==> src/hw/rtl/scan_cycle_delay_timer_bank_unit_defines.svh <==
// ----------------------------------------------------------------------------
// scan cycle delay timer bank: assertion macros
// shared property shorthands, clocked on clk and disabled while arst_n is low
// ----------------------------------------------------------------------------
`ifndef SCAN_CYCLE_DELAY_TIMER_BANK_UNIT_DEFINES_SVH
`define SCAN_CYCLE_DELAY_TIMER_BANK_UNIT_DEFINES_SVH

// same-cycle implication
`define SCDT_ASSERT_IMP(label, ante, cons) \
	label: assert property (@(posedge clk) disable iff (!arst_n) (ante) |-> (cons)) \
		else $error("scdt: same-cycle check failed");

// next-cycle implication
`define SCDT_ASSERT_NXT(label, ante, cons) \
	label: assert property (@(posedge clk) disable iff (!arst_n) (ante) |=> (cons)) \
		else $error("scdt: next-cycle check failed");

`endif

==> src/hw/rtl/scdt_pkg.sv <==
// ----------------------------------------------------------------------------
// scan cycle delay timer bank: package
// field widths, function codes and the per-access operation descriptor
// ----------------------------------------------------------------------------
package scdt_pkg;

	localparam int FUNC_W     = 2;
	localparam int ID_W       = 6;
	localparam int DELAY_W    = 20;
	localparam int ELAPSED_W  = 16;
	// a preset in seconds reaches 1048575 * 1000, below 2**30
	localparam int PRESET_W   = 30;
	localparam int MS_PER_SEC = 1000;

	typedef enum logic [FUNC_W-1:0] {
		FUNC_CYCLE = 2'd0,
		FUNC_ON    = 2'd1,
		FUNC_OFF   = 2'd2,
		FUNC_PULSE = 2'd3
	} func_t;

	typedef struct packed {
		func_t func;
		logic  start;
		logic  sweep;
	} scdt_op_t;

endpackage

==> src/hw/rtl/scdt_req_if.sv <==
// ----------------------------------------------------------------------------
// scan cycle delay timer bank: request channel
// valid/ready handshake carrying one timer access or cycle update
// ----------------------------------------------------------------------------
interface scdt_req_if
	import scdt_pkg::*;
();
	logic                 valid;
	logic                 ready;
	logic [FUNC_W-1:0]    func;
	logic [ID_W-1:0]      timer_id;
	logic                 start_req;
	logic [DELAY_W-1:0]   delay_value;
	logic                 unit_seconds;
	logic [ELAPSED_W-1:0] elapsed_ms;

	modport source (
		output valid, func, timer_id, start_req, delay_value, unit_seconds, elapsed_ms,
		input  ready
	);

	modport sink (
		input  valid, func, timer_id, start_req, delay_value, unit_seconds, elapsed_ms,
		output ready
	);
endinterface

==> src/hw/rtl/scdt_rsp_if.sv <==
// ----------------------------------------------------------------------------
// scan cycle delay timer bank: response channel
// valid/ready handshake carrying the timer output level
// ----------------------------------------------------------------------------
interface scdt_rsp_if
	import scdt_pkg::*;
();
	logic valid;
	logic ready;
	logic timer_out;

	modport source (
		output valid, timer_out,
		input  ready
	);

	modport sink (
		input  valid, timer_out,
		output ready
	);
endinterface

==> src/hw/rtl/scan_cycle_delay_timer_bank_unit.sv <==
// ----------------------------------------------------------------------------
// scan cycle delay timer bank unit
// timer access: ram read at acceptance, update, write back and response load
//   in ST_EXEC once the response register is free; no new request until idle
// cycle update: sweep over the count ram, response loaded once the last entry
//   is written back; one request in flight at a time; a held response stalls both
// reset: clearing pass over every ram entry before req.ready rises
// ----------------------------------------------------------------------------
`include "scan_cycle_delay_timer_bank_unit_defines.svh"

module scan_cycle_delay_timer_bank_unit
	import scdt_pkg::*;
#(
	parameter int NUM_TIMERS  = 64,
	parameter int COUNT_WIDTH = 32
) (
	input  logic        clk,
	input  logic        arst_n,
	scdt_req_if.sink    req,
	scdt_rsp_if.source  rsp
);
	// ram address width, sweep pointer width (it also holds NUM_TIMERS)
	localparam int AW = (NUM_TIMERS > 1) ? $clog2(NUM_TIMERS) : 1;
	localparam int PW = $clog2(NUM_TIMERS + 1);
	localparam int IW = (AW > ID_W) ? AW : ID_W;
	// ram entry: activity mark on top of the count
	localparam int EW = COUNT_WIDTH + 1;
	localparam logic [PW-1:0] PTR_END  = PW'(NUM_TIMERS);
	localparam logic [PW-1:0] PTR_LAST = PW'(NUM_TIMERS - 1);

	typedef enum logic [3:0] {
		ST_CLEAR = 4'b0001,
		ST_IDLE  = 4'b0010,
		ST_EXEC  = 4'b0100,
		ST_SWEEP = 4'b1000
	} state_t;

	state_t               state_q, state_d;
	logic [PW-1:0]        ptr_q, ptr_d;
	logic [ELAPSED_W-1:0] cycle_time_q;

	// access stage, filled at acceptance
	scdt_op_t             op_s1;
	logic                 in_range_s1;
	logic [AW-1:0]        addr_s1;
	logic [PRESET_W-1:0]  preset_s1;

	// sweep write-back stage, one behind the sweep read
	logic                 sweep_v_s1;
	logic [AW-1:0]        sweep_addr_s1;

	logic                 rsp_valid_q;
	logic                 timer_out_q;

	logic                 req_acc;
	logic                 rsp_free;
	logic                 rsp_load;
	logic                 rsp_bit;
	logic                 in_range;
	logic [IW-1:0]        id_wide;
	logic [PRESET_W-1:0]  preset_d;

	logic                 ram_we;
	logic [AW-1:0]        ram_waddr;
	logic [EW-1:0]        ram_wdata;
	logic                 ram_re;
	logic [AW-1:0]        ram_raddr;
	logic [EW-1:0]        ram_rdata;

	scdt_op_t             upd_op;
	logic [EW-1:0]        upd_entry;
	logic                 upd_hit;

	// handshakes: a new request may be taken while the last response waits
	assign req.ready   = (state_q == ST_IDLE);
	assign req_acc     = req.valid && req.ready;
	assign rsp_free    = !rsp_valid_q || rsp.ready;
	assign rsp.valid   = rsp_valid_q;
	assign rsp.timer_out = timer_out_q;

	// timer number check and ram address of the accessed timer
	assign id_wide  = IW'(req.timer_id);
	assign in_range = (32'(req.timer_id) < 32'(NUM_TIMERS));

	// preset in ms, seconds scaled here so the update stage sees one compare
	assign preset_d = req.unit_seconds
		? (PRESET_W'(req.delay_value) * PRESET_W'(MS_PER_SEC))
		: PRESET_W'(req.delay_value);

	// count and mark store
	scdt_ram #(
		.WIDTH (EW),
		.DEPTH (NUM_TIMERS)
	) u_count_ram (
		.clk   (clk),
		.we    (ram_we),
		.waddr (ram_waddr),
		.wdata (ram_wdata),
		.re    (ram_re),
		.raddr (ram_raddr),
		.rdata (ram_rdata)
	);

	// the same update logic serves accesses and the sweep
	always_comb begin
		upd_op       = op_s1;
		upd_op.sweep = (state_q == ST_SWEEP);
	end

	scdt_update #(
		.COUNT_WIDTH (COUNT_WIDTH)
	) u_update (
		.op         (upd_op),
		.entry_in   (ram_rdata),
		.preset     (preset_s1),
		.cycle_time (cycle_time_q),
		.entry_out  (upd_entry),
		.hit        (upd_hit)
	);

	// sequencer: one request in flight at a time, so no two ram accesses to
	// the same entry overlap; the sweep reads entry n while writing entry n-1
	always_comb begin
		state_d   = state_q;
		ptr_d     = ptr_q;
		ram_we    = 1'b0;
		ram_waddr = addr_s1;
		ram_wdata = upd_entry;
		ram_re    = 1'b0;
		ram_raddr = id_wide[AW-1:0];
		rsp_load  = 1'b0;
		rsp_bit   = 1'b0;
		case (state_q)
			ST_CLEAR: begin
				// counts and marks to zero after reset
				ram_we    = 1'b1;
				ram_waddr = ptr_q[AW-1:0];
				ram_wdata = '0;
				ptr_d     = ptr_q + PW'(1);
				if (ptr_q == PTR_LAST) begin
					ptr_d   = '0;
					state_d = ST_IDLE;
				end
			end
			ST_IDLE: begin
				if (req_acc) begin
					if (func_t'(req.func) == FUNC_CYCLE) begin
						state_d = ST_SWEEP;
					end else begin
						ram_re  = in_range;
						state_d = ST_EXEC;
					end
				end
			end
			ST_EXEC: begin
				// stall here until the response register is free
				if (rsp_free) begin
					ram_we   = in_range_s1;
					rsp_load = 1'b1;
					rsp_bit  = upd_hit && in_range_s1;
					state_d  = ST_IDLE;
				end
			end
			ST_SWEEP: begin
				if (ptr_q != PTR_END) begin
					ram_re    = 1'b1;
					ram_raddr = ptr_q[AW-1:0];
					ptr_d     = ptr_q + PW'(1);
				end
				if (sweep_v_s1) begin
					ram_we    = 1'b1;
					ram_waddr = sweep_addr_s1;
				end
				if ((ptr_q == PTR_END) && !sweep_v_s1 && rsp_free) begin
					rsp_load = 1'b1;
					ptr_d    = '0;
					state_d  = ST_IDLE;
				end
			end
			default: begin
				state_d = ST_IDLE;
			end
		endcase
	end

	// control state
	always_ff @(posedge clk or negedge arst_n) begin
		if (!arst_n) begin
			state_q      <= ST_CLEAR;
			ptr_q        <= '0;
			sweep_v_s1   <= 1'b0;
			rsp_valid_q  <= 1'b0;
			cycle_time_q <= '0;
		end else begin
			state_q    <= state_d;
			ptr_q      <= ptr_d;
			sweep_v_s1 <= (state_q == ST_SWEEP) && (ptr_q != PTR_END);
			if (rsp_load) begin
				rsp_valid_q <= 1'b1;
			end else if (rsp.ready) begin
				rsp_valid_q <= 1'b0;
			end
			// elapsed time latched for the scan that follows
			if (req_acc && (func_t'(req.func) == FUNC_CYCLE)) begin
				cycle_time_q <= req.elapsed_ms;
			end
		end
	end

	// payload registers
	always_ff @(posedge clk) begin
		sweep_addr_s1 <= ptr_q[AW-1:0];
		if (req_acc) begin
			op_s1.func  <= func_t'(req.func);
			op_s1.start <= req.start_req;
			op_s1.sweep <= 1'b0;
			in_range_s1 <= in_range;
			addr_s1     <= id_wide[AW-1:0];
			preset_s1   <= preset_d;
		end
		if (rsp_load) begin
			timer_out_q <= rsp_bit;
		end
	end

	// a timer access always goes to the update stage next
	`SCDT_ASSERT_NXT(a_access_to_exec, req_acc && (func_t'(req.func) != FUNC_CYCLE), state_q == ST_EXEC)
	// sweep read and write-back never hit the same entry
	`SCDT_ASSERT_IMP(a_sweep_no_collide, ram_we && ram_re, ram_waddr != ram_raddr)
	// a sweep write-back only exists while sweeping
	`SCDT_ASSERT_IMP(a_sweep_stage_in_sweep, sweep_v_s1, state_q == ST_SWEEP)

endmodule

==> src/hw/rtl/scdt_ram.sv <==
// ----------------------------------------------------------------------------
// scan cycle delay timer bank: generic ram
// one write port, one read port, read data registered, held while not read
// ----------------------------------------------------------------------------
module scdt_ram #(
	parameter int WIDTH = 8,
	parameter int DEPTH = 16,
	localparam int AW   = (DEPTH > 1) ? $clog2(DEPTH) : 1
) (
	input  logic             clk,
	input  logic             we,
	input  logic [AW-1:0]    waddr,
	input  logic [WIDTH-1:0] wdata,
	input  logic             re,
	input  logic [AW-1:0]    raddr,
	output logic [WIDTH-1:0] rdata
);
	logic [WIDTH-1:0] mem [DEPTH];

	always_ff @(posedge clk) begin
		if (we) begin
			mem[waddr] <= wdata;
		end
		if (re) begin
			rdata <= mem[raddr];
		end
	end
endmodule

==> src/hw/rtl/scdt_update.sv <==
// ----------------------------------------------------------------------------
// scan cycle delay timer bank: entry update
// next count, mark and output level for one timer entry read from the ram
// ----------------------------------------------------------------------------
module scdt_update
	import scdt_pkg::*;
#(
	parameter int COUNT_WIDTH = 32
) (
	input  scdt_op_t               op,
	input  logic [COUNT_WIDTH:0]   entry_in,
	input  logic [PRESET_W-1:0]    preset,
	input  logic [ELAPSED_W-1:0]   cycle_time,
	output logic [COUNT_WIDTH:0]   entry_out,
	output logic                   hit
);
	localparam int CW = COUNT_WIDTH;
	localparam int XW = ((CW > PRESET_W) ? CW : PRESET_W) + 1;

	logic [CW-1:0] cnt;
	logic          mark;
	logic [CW-1:0] cnt_max;
	logic [CW-1:0] ct;
	logic [CW:0]   sum_w;
	logic [CW-1:0] sum_sat;
	logic          sum_ge;
	logic [CW-1:0] preset_sat;
	logic [CW-1:0] dec;
	logic [CW-1:0] cnt_new;

	assign cnt        = entry_in[CW-1:0];
	assign mark       = entry_in[CW];
	assign cnt_max    = '1;
	assign ct         = CW'(cycle_time);
	assign sum_w      = {1'b0, cnt} + {1'b0, ct};
	assign sum_sat    = sum_w[CW] ? cnt_max : sum_w[CW-1:0];
	assign sum_ge     = XW'(sum_sat) >= XW'(preset);
	assign preset_sat = (XW'(preset) > XW'(cnt_max)) ? cnt_max : CW'(preset);
	// off-delay countdown stops at zero
	assign dec        = (cnt > ct) ? (cnt - ct) : '0;

	always_comb begin
		cnt_new = cnt;
		hit     = 1'b0;
		case (op.func)
			FUNC_OFF: begin
				if (op.start) begin
					cnt_new = preset_sat;
					hit     = 1'b1;
				end else if (cnt != '0) begin
					cnt_new = dec;
					hit     = 1'b1;
				end
			end
			FUNC_ON, FUNC_PULSE: begin
				if (op.start) begin
					cnt_new = sum_sat;
					if (sum_ge) begin
						hit = 1'b1;
						if (op.func == FUNC_PULSE) begin
							cnt_new = '0;
						end
					end
				end else begin
					cnt_new = '0;
				end
			end
			default: begin
				cnt_new = cnt;
			end
		endcase
		if (op.sweep) begin
			// untouched timers lose their count, every mark drops
			entry_out = {1'b0, (mark ? cnt : '0)};
			hit       = 1'b0;
		end else begin
			entry_out = {1'b1, cnt_new};
		end
	end
endmodule

==> src/flat_wrapper.sv <==
// flat-port wrapper written by rule: the top's interface ports become plain ports
module scan_cycle_delay_timer_bank_unit_flat import scdt_pkg::*;
#(
	parameter int NUM_TIMERS  = 64,
	parameter int COUNT_WIDTH = 32
)
  (clk, arst_n, req_valid, req_func, req_timer_id, req_start_req, req_delay_value, req_unit_seconds, req_elapsed_ms, req_ready, rsp_valid, rsp_timer_out, rsp_ready);
  scdt_req_if req_i ();
  scdt_rsp_if rsp_i ();
  input  logic clk;
  input  logic arst_n;
  input wire logic [$bits(req_i.valid)-1:0] req_valid;
  input wire logic [$bits(req_i.func)-1:0] req_func;
  input wire logic [$bits(req_i.timer_id)-1:0] req_timer_id;
  input wire logic [$bits(req_i.start_req)-1:0] req_start_req;
  input wire logic [$bits(req_i.delay_value)-1:0] req_delay_value;
  input wire logic [$bits(req_i.unit_seconds)-1:0] req_unit_seconds;
  input wire logic [$bits(req_i.elapsed_ms)-1:0] req_elapsed_ms;
  output wire logic [$bits(req_i.ready)-1:0] req_ready;
  output wire logic [$bits(rsp_i.valid)-1:0] rsp_valid;
  output wire logic [$bits(rsp_i.timer_out)-1:0] rsp_timer_out;
  input wire logic [$bits(rsp_i.ready)-1:0] rsp_ready;
  assign req_i.valid = req_valid;
  assign req_i.func = req_func;
  assign req_i.timer_id = req_timer_id;
  assign req_i.start_req = req_start_req;
  assign req_i.delay_value = req_delay_value;
  assign req_i.unit_seconds = req_unit_seconds;
  assign req_i.elapsed_ms = req_elapsed_ms;
  assign req_ready = req_i.ready;
  assign rsp_valid = rsp_i.valid;
  assign rsp_timer_out = rsp_i.timer_out;
  assign rsp_i.ready = rsp_ready;
  scan_cycle_delay_timer_bank_unit #(.NUM_TIMERS(NUM_TIMERS), .COUNT_WIDTH(COUNT_WIDTH)) u_core (.clk(clk), .arst_n(arst_n), .req(req_i), .rsp(rsp_i));
endmodule
==> config.mk <==
export PLATFORM = sky130hd
export DESIGN_NAME = scan_cycle_delay_timer_bank_unit_flat
export DESIGN_NICKNAME = d
export VERILOG_FILES = /design/src/hw/rtl/scdt_pkg.sv /design/src/hw/rtl/scdt_req_if.sv /design/src/hw/rtl/scdt_rsp_if.sv /design/src/hw/rtl/scan_cycle_delay_timer_bank_unit.sv /design/src/hw/rtl/scdt_ram.sv /design/src/hw/rtl/scdt_update.sv /design/src/flat_wrapper.sv
export VERILOG_INCLUDE_DIRS = /design/src /design/src/hw/rtl
export SDC_FILE = /design/constraint.sdc
export NUM_CORES = 2
export LEC_CHECK = 0
export ABC_AREA = 1
export BUFFER_PORTS_ARGS = -buffer_cell sky130_fd_sc_hd__buf_2
export CORE_MARGIN = 2
export CORE_UTILIZATION = 47
export DETAILED_ROUTE_END_ITERATION = 10
export PLACE_DENSITY = 0.68
export SLEW_MARGIN = 20
export SYNTH_ARGS = -nofsm -noshare
export SYNTH_HDL_FRONTEND = slang
export SYNTH_SLANG_ARGS = --single-unit
export TNS_END_PERCENT = 30
==> constraint.sdc <==
create_clock -name clk -period 9.44 [get_ports clk]
set_input_delay 0.472 -clock clk [delete_from_list [all_inputs] [get_ports clk]]
set_output_delay 0.472 -clock clk [all_outputs]
set_load 0.02 [all_outputs]
-- Word level (Yosys, flattened, before mapping)
Memory sizes are Yosys's and may differ from the RTL's. A register that Yosys moved wholly into a read port is not among the register bits.
Index checks and enable logic that the tools add are counted.
Widths: inputs -> output; s select.
- add/subtract/negate cells: 3
- multiply operators: 1
- order comparisons: 3
- equal/unequal tests: 15
- mux-type cells: 45
- bitwise logic cells: 1
- reduce and logical (&&, ||, !) cells: 17
- operators with widths (operator ; number):
    $mux 32 ; 9
    $mux 33 ; 2
    $pmux 32 s2 ; 1
    $add 32x16->33 ; 1
    $ge 32x30->1 ; 1
    $gt 30x32->1 const B ; 1
    $gt 32x16->1 ; 1
    $reduce_bool 32->1 ; 1
    $sub 32x16->32 ; 1
    $mul 20x7->27 const B ; 1
    $mux 7 ; 3
    $mux 20 ; 1
    $mux 4 ; 5
    $mux 6 ; 3
    $pmux 4 s4 ; 1
    $mux 1 ; 14
    $pmux 7 s2 ; 1
    $pmux 6 s2 ; 1
    $add 7x1->7 const B ; 1
    $eq 7x6->1 const B ; 1
    $eq 7x7->1 const B ; 1
    $ne 7x7->1 const B ; 1
    $ne 2x1->1 const B ; 3
    $pmux 1 s2 ; 3
    18 further kinds ; 27
- register bits: 75
- RAM bits: 2112
- output and inout bits: 3
- logic and storage cells: 99
- memories kept: 1
- memories (name ; depth ; bits a word ; read ports ; clocked after memory_dff ; wr ports ; RTL line ; RTL):
    u_core.u_count_ram.mem ; 64 ; 33 ; 1 ; 1 ; 1 ; scdt_ram.sv:18 ; logic [WIDTH-1:0] mem [DEPTH];

-- Depth between registers and ports, before layout
- depth after elaboration: 8
- gate-level depth with buffers: 38
- depth with buffers taken out: 35

-- Cells and area by module
Synthesis repeated with hierarchy kept, for this count alone.
- cells, all modules: 8934
- area, all modules: 98924.9 sq um
- modules (own cells, without submodules) (module ; instances ; cells an instance ; area an instance (sq um)):
    scdt_ram ; 1 ; 6980 ; 86045.0
    scan_cycle_delay_timer_bank_unit ; 1 ; 950 ; 7369.6
    scdt_update ; 1 ; 1004 ; 5510.3

-- Worst setup path before layout
OpenSTA, ideal clock, no wires.
- path kind: register -> register
- from: register u_core.u_count_ram.rdata[9] (read register of u_core.u_count_ram.mem)
- to: memory u_core.u_count_ram.mem[0][13] (netlist bit) (data pin)
- library setup time: 682 ps
- arrival time: 5898 ps
- data required time: 8758 ps
- setup slack: 2861 ps
- cell stages (with the launch flop): 36
- path buffers: 3
- cell sequence: edfxtp_1 > ha_1 > buf_2 > nor2_1 > inv_1 > nor2_1 > inv_1 > nor2_1 > nand3_1 > nand2_1 > nand2_1 > inv_1 > buf_2 > nor2_1 > inv_1 > ha_1 > nand2_1 > nor2_1 > nor2_1 > nand2_1 > nand2_1 > nand2_1 > nand2_1 > nand2_1 > nand2_1 > nand2_1 > nand2_1 > nand2_1 > nand2_1 > nand2_1 > nand2_1 > nand2_1 > nand2_1 > buf_2 > a21oi_1 > nor3_1
- word-level cells in the longest chain between the ends: 8
- RTL lines (item ; RTL line ; RTL):
    from (decl) ; scdt_ram.sv:16 ; output logic [WIDTH-1:0] rdata
    $add 32x16->33 ; scdt_update.sv:35 ; assign sum_w = {1'b0, cnt} + {1'b0, ct};
    $mux 32 ; scdt_update.sv:36 ; assign sum_sat = sum_w[CW] ? cnt_max : sum_w[CW-1:0];
    $ge 32x30->1 / $mux 32 (equally long branches) ; scdt_update.sv:37, scdt_update.sv:60 ;
    $mux 32 ; scdt_update.sv:58 ; if (sum_ge) begin
    $mux 32 ; scdt_update.sv:56 ; if (op.start) begin
    $pmux 32 s2 * ; scdt_update.sv:45 ; case (op.func)
    $mux 33 * ; scdt_update.sv:72 ; if (op.sweep) begin
    $mux 33 * ; scan_cycle_delay_timer_bank_unit.sv:133 ; case (state_q)
    net u_core.ram_wdata[13] ; scan_cycle_delay_timer_bank_unit.sv:65 ; logic [EW-1:0] ram_wdata;
    to (decl) ; scdt_ram.sv:18 ;
Mark *: on every way through the listed nets, which the timed path passes. The rest lies on a longest branch.

-- Final worst setup path
- from: register u_core.u_count_ram.rdata[7] (read register of u_core.u_count_ram.mem)
- to: memory u_core.u_count_ram.mem[38][18] (netlist bit) (data pin)
Same word-level chain as after synthesis.

==> metrics.md <==
| Metric | Value |
|---|---|
| Initial antenna violation count | 10 |
| Clk pin slew, worst setup/hold paths | 70 ps |
| Overall power | 32.9 mW |
| Peak Freq | 145 MHz |
| Mean post-synth cell area | 12.4 µm² |
| Post-synthesis register bit count | 2220 |
| Clock Tree Buf Depth | 3 |
| Max VDD drop | 0.000248 V |
| Final Cell Area | 108000 µm² |
| Hold path start | req_delay_value[1] |
| Tightest Pin Transition | 1350 ps |
| Final setup viols | 0 |
| DRC | 0 |
| Clock skew | 46.7 ps |
| Status | finished clean |
| Share of post-route cells with drive strength above 1 | 12.9% |
| Synth warnings | 0 |
| Initial core utilization | 47.2% |
| Number of global-route vias before repair | 63.8k |
| Crit Path Max Fanout | 36 |
| Slew HR | 9.70% |
| Largest net degree at the start of global routing | 181 |
| Num ports | 53 |
| Worst R2R Start | u_core.u_count_ram.rdata[7] |
| Nature of the critical path endpoint | flop |
| Slowest library cell on the worst path | a21oi_4 |
| Die extent in x | 459 µm |
| CORE AREA | 206000 µm² |
| CTS Buf Count | 213 |
| Mapped Cells | 7869 |
| Max incr delay on CP | 770 ps |
| RSZ-0062 raised after global routing | false |
| Layout fillers | 17.1k |
| Row count | 167 |
| Fin. max-slew vios | 0 |
| Cell mode on critical path | nand2_1 |
| CP Data Arrival Time | 7510 ps |
| Final period utilization | 73.3% |
| Fraction of registers with async set/reset | 1.31% |
| Vias post-DR | 67.9k |
| Vias per cell | 6.35 |
| TritonCTS sink count | 2220 |
| Cts repair resizes | 0 |
| GRT overflow | 0 |
| DRC violation total after the first TritonRoute iteration | 10.7k |
| Placed Area | 101000 µm² |
| Minimum clock period | 6920 ps |
| CTS H-tree lvls | 4 |
| Startpoint Class | flop |
| PD cells | 304 nW/µm² |
| Post-DRT Antenna Nets | 0 |
| First-pass GRT wire length | 456 mm |
| Mapped Nets | 8116 |
| DPL Wire Length | 167 mm |
| Final wirelength | 319 mm |
| Max cap viols | 0 |
| Area growth syn-to-layout | 10.9% |
| Synth Flop Type | edfxtp_1 |
| Die area | 211000 µm² |
| Worst setup startpoint | u_core.u_count_ram.rdata[7] |
| Routed length per placed instance | 29.8 µm |
| 1st-pass router iterations | 6 |
| Root buffer cell | clkbuf_16 |
| Min setup slack post-route | 2520 ps |
| CP Data Required Time | 10030 ps |
| Post-synth EDFFs | 2185 |
| Netlist cell types | 54 |
| Setup TNS | 0 ps |
| Layout Nets | 8060 |
| HP Class | in2reg |
| Number of port buffers | 52 |
| Worst-skew pair later-pin latency | 880 ps |
| Pre-CTS setup slack | 2720 ps |
| Fin. Hold Viols | 0 |
| Post-CTS Setup Repair Bufs | 0 |
| Die Y | 459 µm |
| Crit Path Category | reg2reg |
| Gp weighted congestion | 0.974 |
| Post-Syn Area | 97300 µm² |
| TritonCTS clock tree | built |
| Tot GR Track Use | 29.8% |
| Static Leak | 36.4 nW |
| Sequential share of the synthesized area | 68.3% |
-- worst paths after layout --
path                       depth (start not counted)                        endpoint  slack, ps
setup / recovery                                  33  u_core.u_count_ram.mem[38][18]       2520
hold / removal                                     3             u_core.preset_s1[1]         60
setup reg to reg                                  33  u_core.u_count_ram.mem[38][18]       2520
hold reg to reg                                    0         u_core.sweep_addr_s1[5]        490
max in group asynchronous                          2         u_core.cycle_time_q[15]       8650
min in group asynchronous                          2                 u_core.ptr_q[4]        230
-- through the flow --
step	cells	hold slack, ps	utilization [%]
final	10700	58.7	52.3
after global routing	10700	54.5	52.3
after CTS	10700	9.02	52.3
after detailed placement	10300	475	48.9
after global placement	10300	467	48.9
after floorplan	7869	176	-
-- sequential cells by signal (all words and copies together), names as in the netlist --
name,count
u_core.state_q,4
u_core.op_s1,3
u_core.preset_s1,30
u_core.addr_s1,6
u_core.sweep_v_s1,1
u_core.rsp.valid,1
u_core.sweep_addr_s1,6
u_core.ptr_q,7
u_core.u_count_ram.rdata,33
u_core.u_count_ram.mem,2112
u_core.cycle_time_q,16
u_core.rsp.timer_out,1
-- power breakdown --
part,total [mW],leakage [nW],internal (mW),switching [mW]
sequential,14.3,20.1,14.1,0.245
clock,8.45,3.35,4.74,3.70
combinational,10.1,13.0,2.34,7.76
-- layer usage --
| metal | routed length (µm) | up-vias | GRT usage [%] | share of wire, % |
|---|---|---|---|---|
| li1 | - | 28700 | - | - |
| met1 | 123000 | 33700 | 42.5 | 39 |
| met2 | 139000 | 4764 | 43.9 | 43 |
| met3 | 42100 | 731 | 7.15 | 13 |
| met4 | 14900 | 8 | 12.6 | 4.7 |
| met5 | 51 | - | 0 | 0.016 |
-- synth_stat cells (all sizes together), types with 8 or more instances --
cell,n,area (µm²)
edfxtp,2185,65600
nand2,955,3590
o211ai,678,5090
o21ai,649,3270
nor2,535,2010
nand3,533,2670
or2,381,2390
a21oi,370,1850
inv,363,1360
buf,283,1560
clkbuf,235,887
nor3,142,722
ha,125,1560
o21bai,113,848
fa,72,1440
nand3b,61,458
nand4,42,269
xor2,32,280
dfrtp,28,701
o221ai,26,228
nor4,8,50.1
-- cells by family (layout without fill, tap and decap cells) --
group | count (synthesis) | count (layout) | synth area share [%]
AO/OA/AOI/OAI | 1871 | 1871 | 11.9
XOR/XNOR | 39 | 39 | 0.351
adder cells (fa/ha/maj) | 197 | 197 | 3.09
buffers and inverters | 882 | 1004 | 3.92
flip-flops | 2220 | 2220 | 68.3
multiplexers | 1 | 1 | 0.0116
other | 0 | 1 | 0
AND/OR/NAND/NOR | 2659 | 2659 | 12.5
-- cells in the final DEF, fill, tap and decap left out, drive strengths merged, types with 28 or more instances in the layout --
cell / instances
a21oi: 370
buf: 220
clkbuf: 258
clkinv: 110
dfrtp: 28
edfxtp: 2185
fa: 72
ha: 125
inv: 367
nand2: 955
nand3: 533
nand3b: 61
nand4: 42
nor2: 535
nor3: 142
o211ai: 678
o21ai: 649
o21bai: 113
or2: 381
xor2: 32
-- area by class of cell --
class | instances | area [µm²] | share of cell area (%)
flip-flops and latches | 2220 | 66500 | 61.5
multi-input cells | 4767 | 28000 | 25.9
clock buffers | 258 | 5580 | 5.17
well taps | 2704 | 3380 | 3.13
repair buffers | 247 | 1990 | 1.84
inverters | 364 | 1400 | 1.30
clock inverters | 135 | 1210 | 1.12
diodes | 1 | 2.50 | 0.00232
-- critical path, delay by kind of cell, from the launching register on --
kind / cells / cell delay, ps
simple gates: 25 / 3050
buf+inv: 4 / 1340
compound gates: 2 / 1010
fa+ha+maj: 2 / 680
flops: 1 / 430
-- repair_timing --
| item | 4_1_cts | 5_1_grt |
|---|---|---|
| endpoints found under the hold margin | 56 | 0 |
| endpoints found under the setup margin | 0 | 0 |
| hold buffers | 27 | 0 |
No activity file was read; power rests on OpenSTA's default activity.
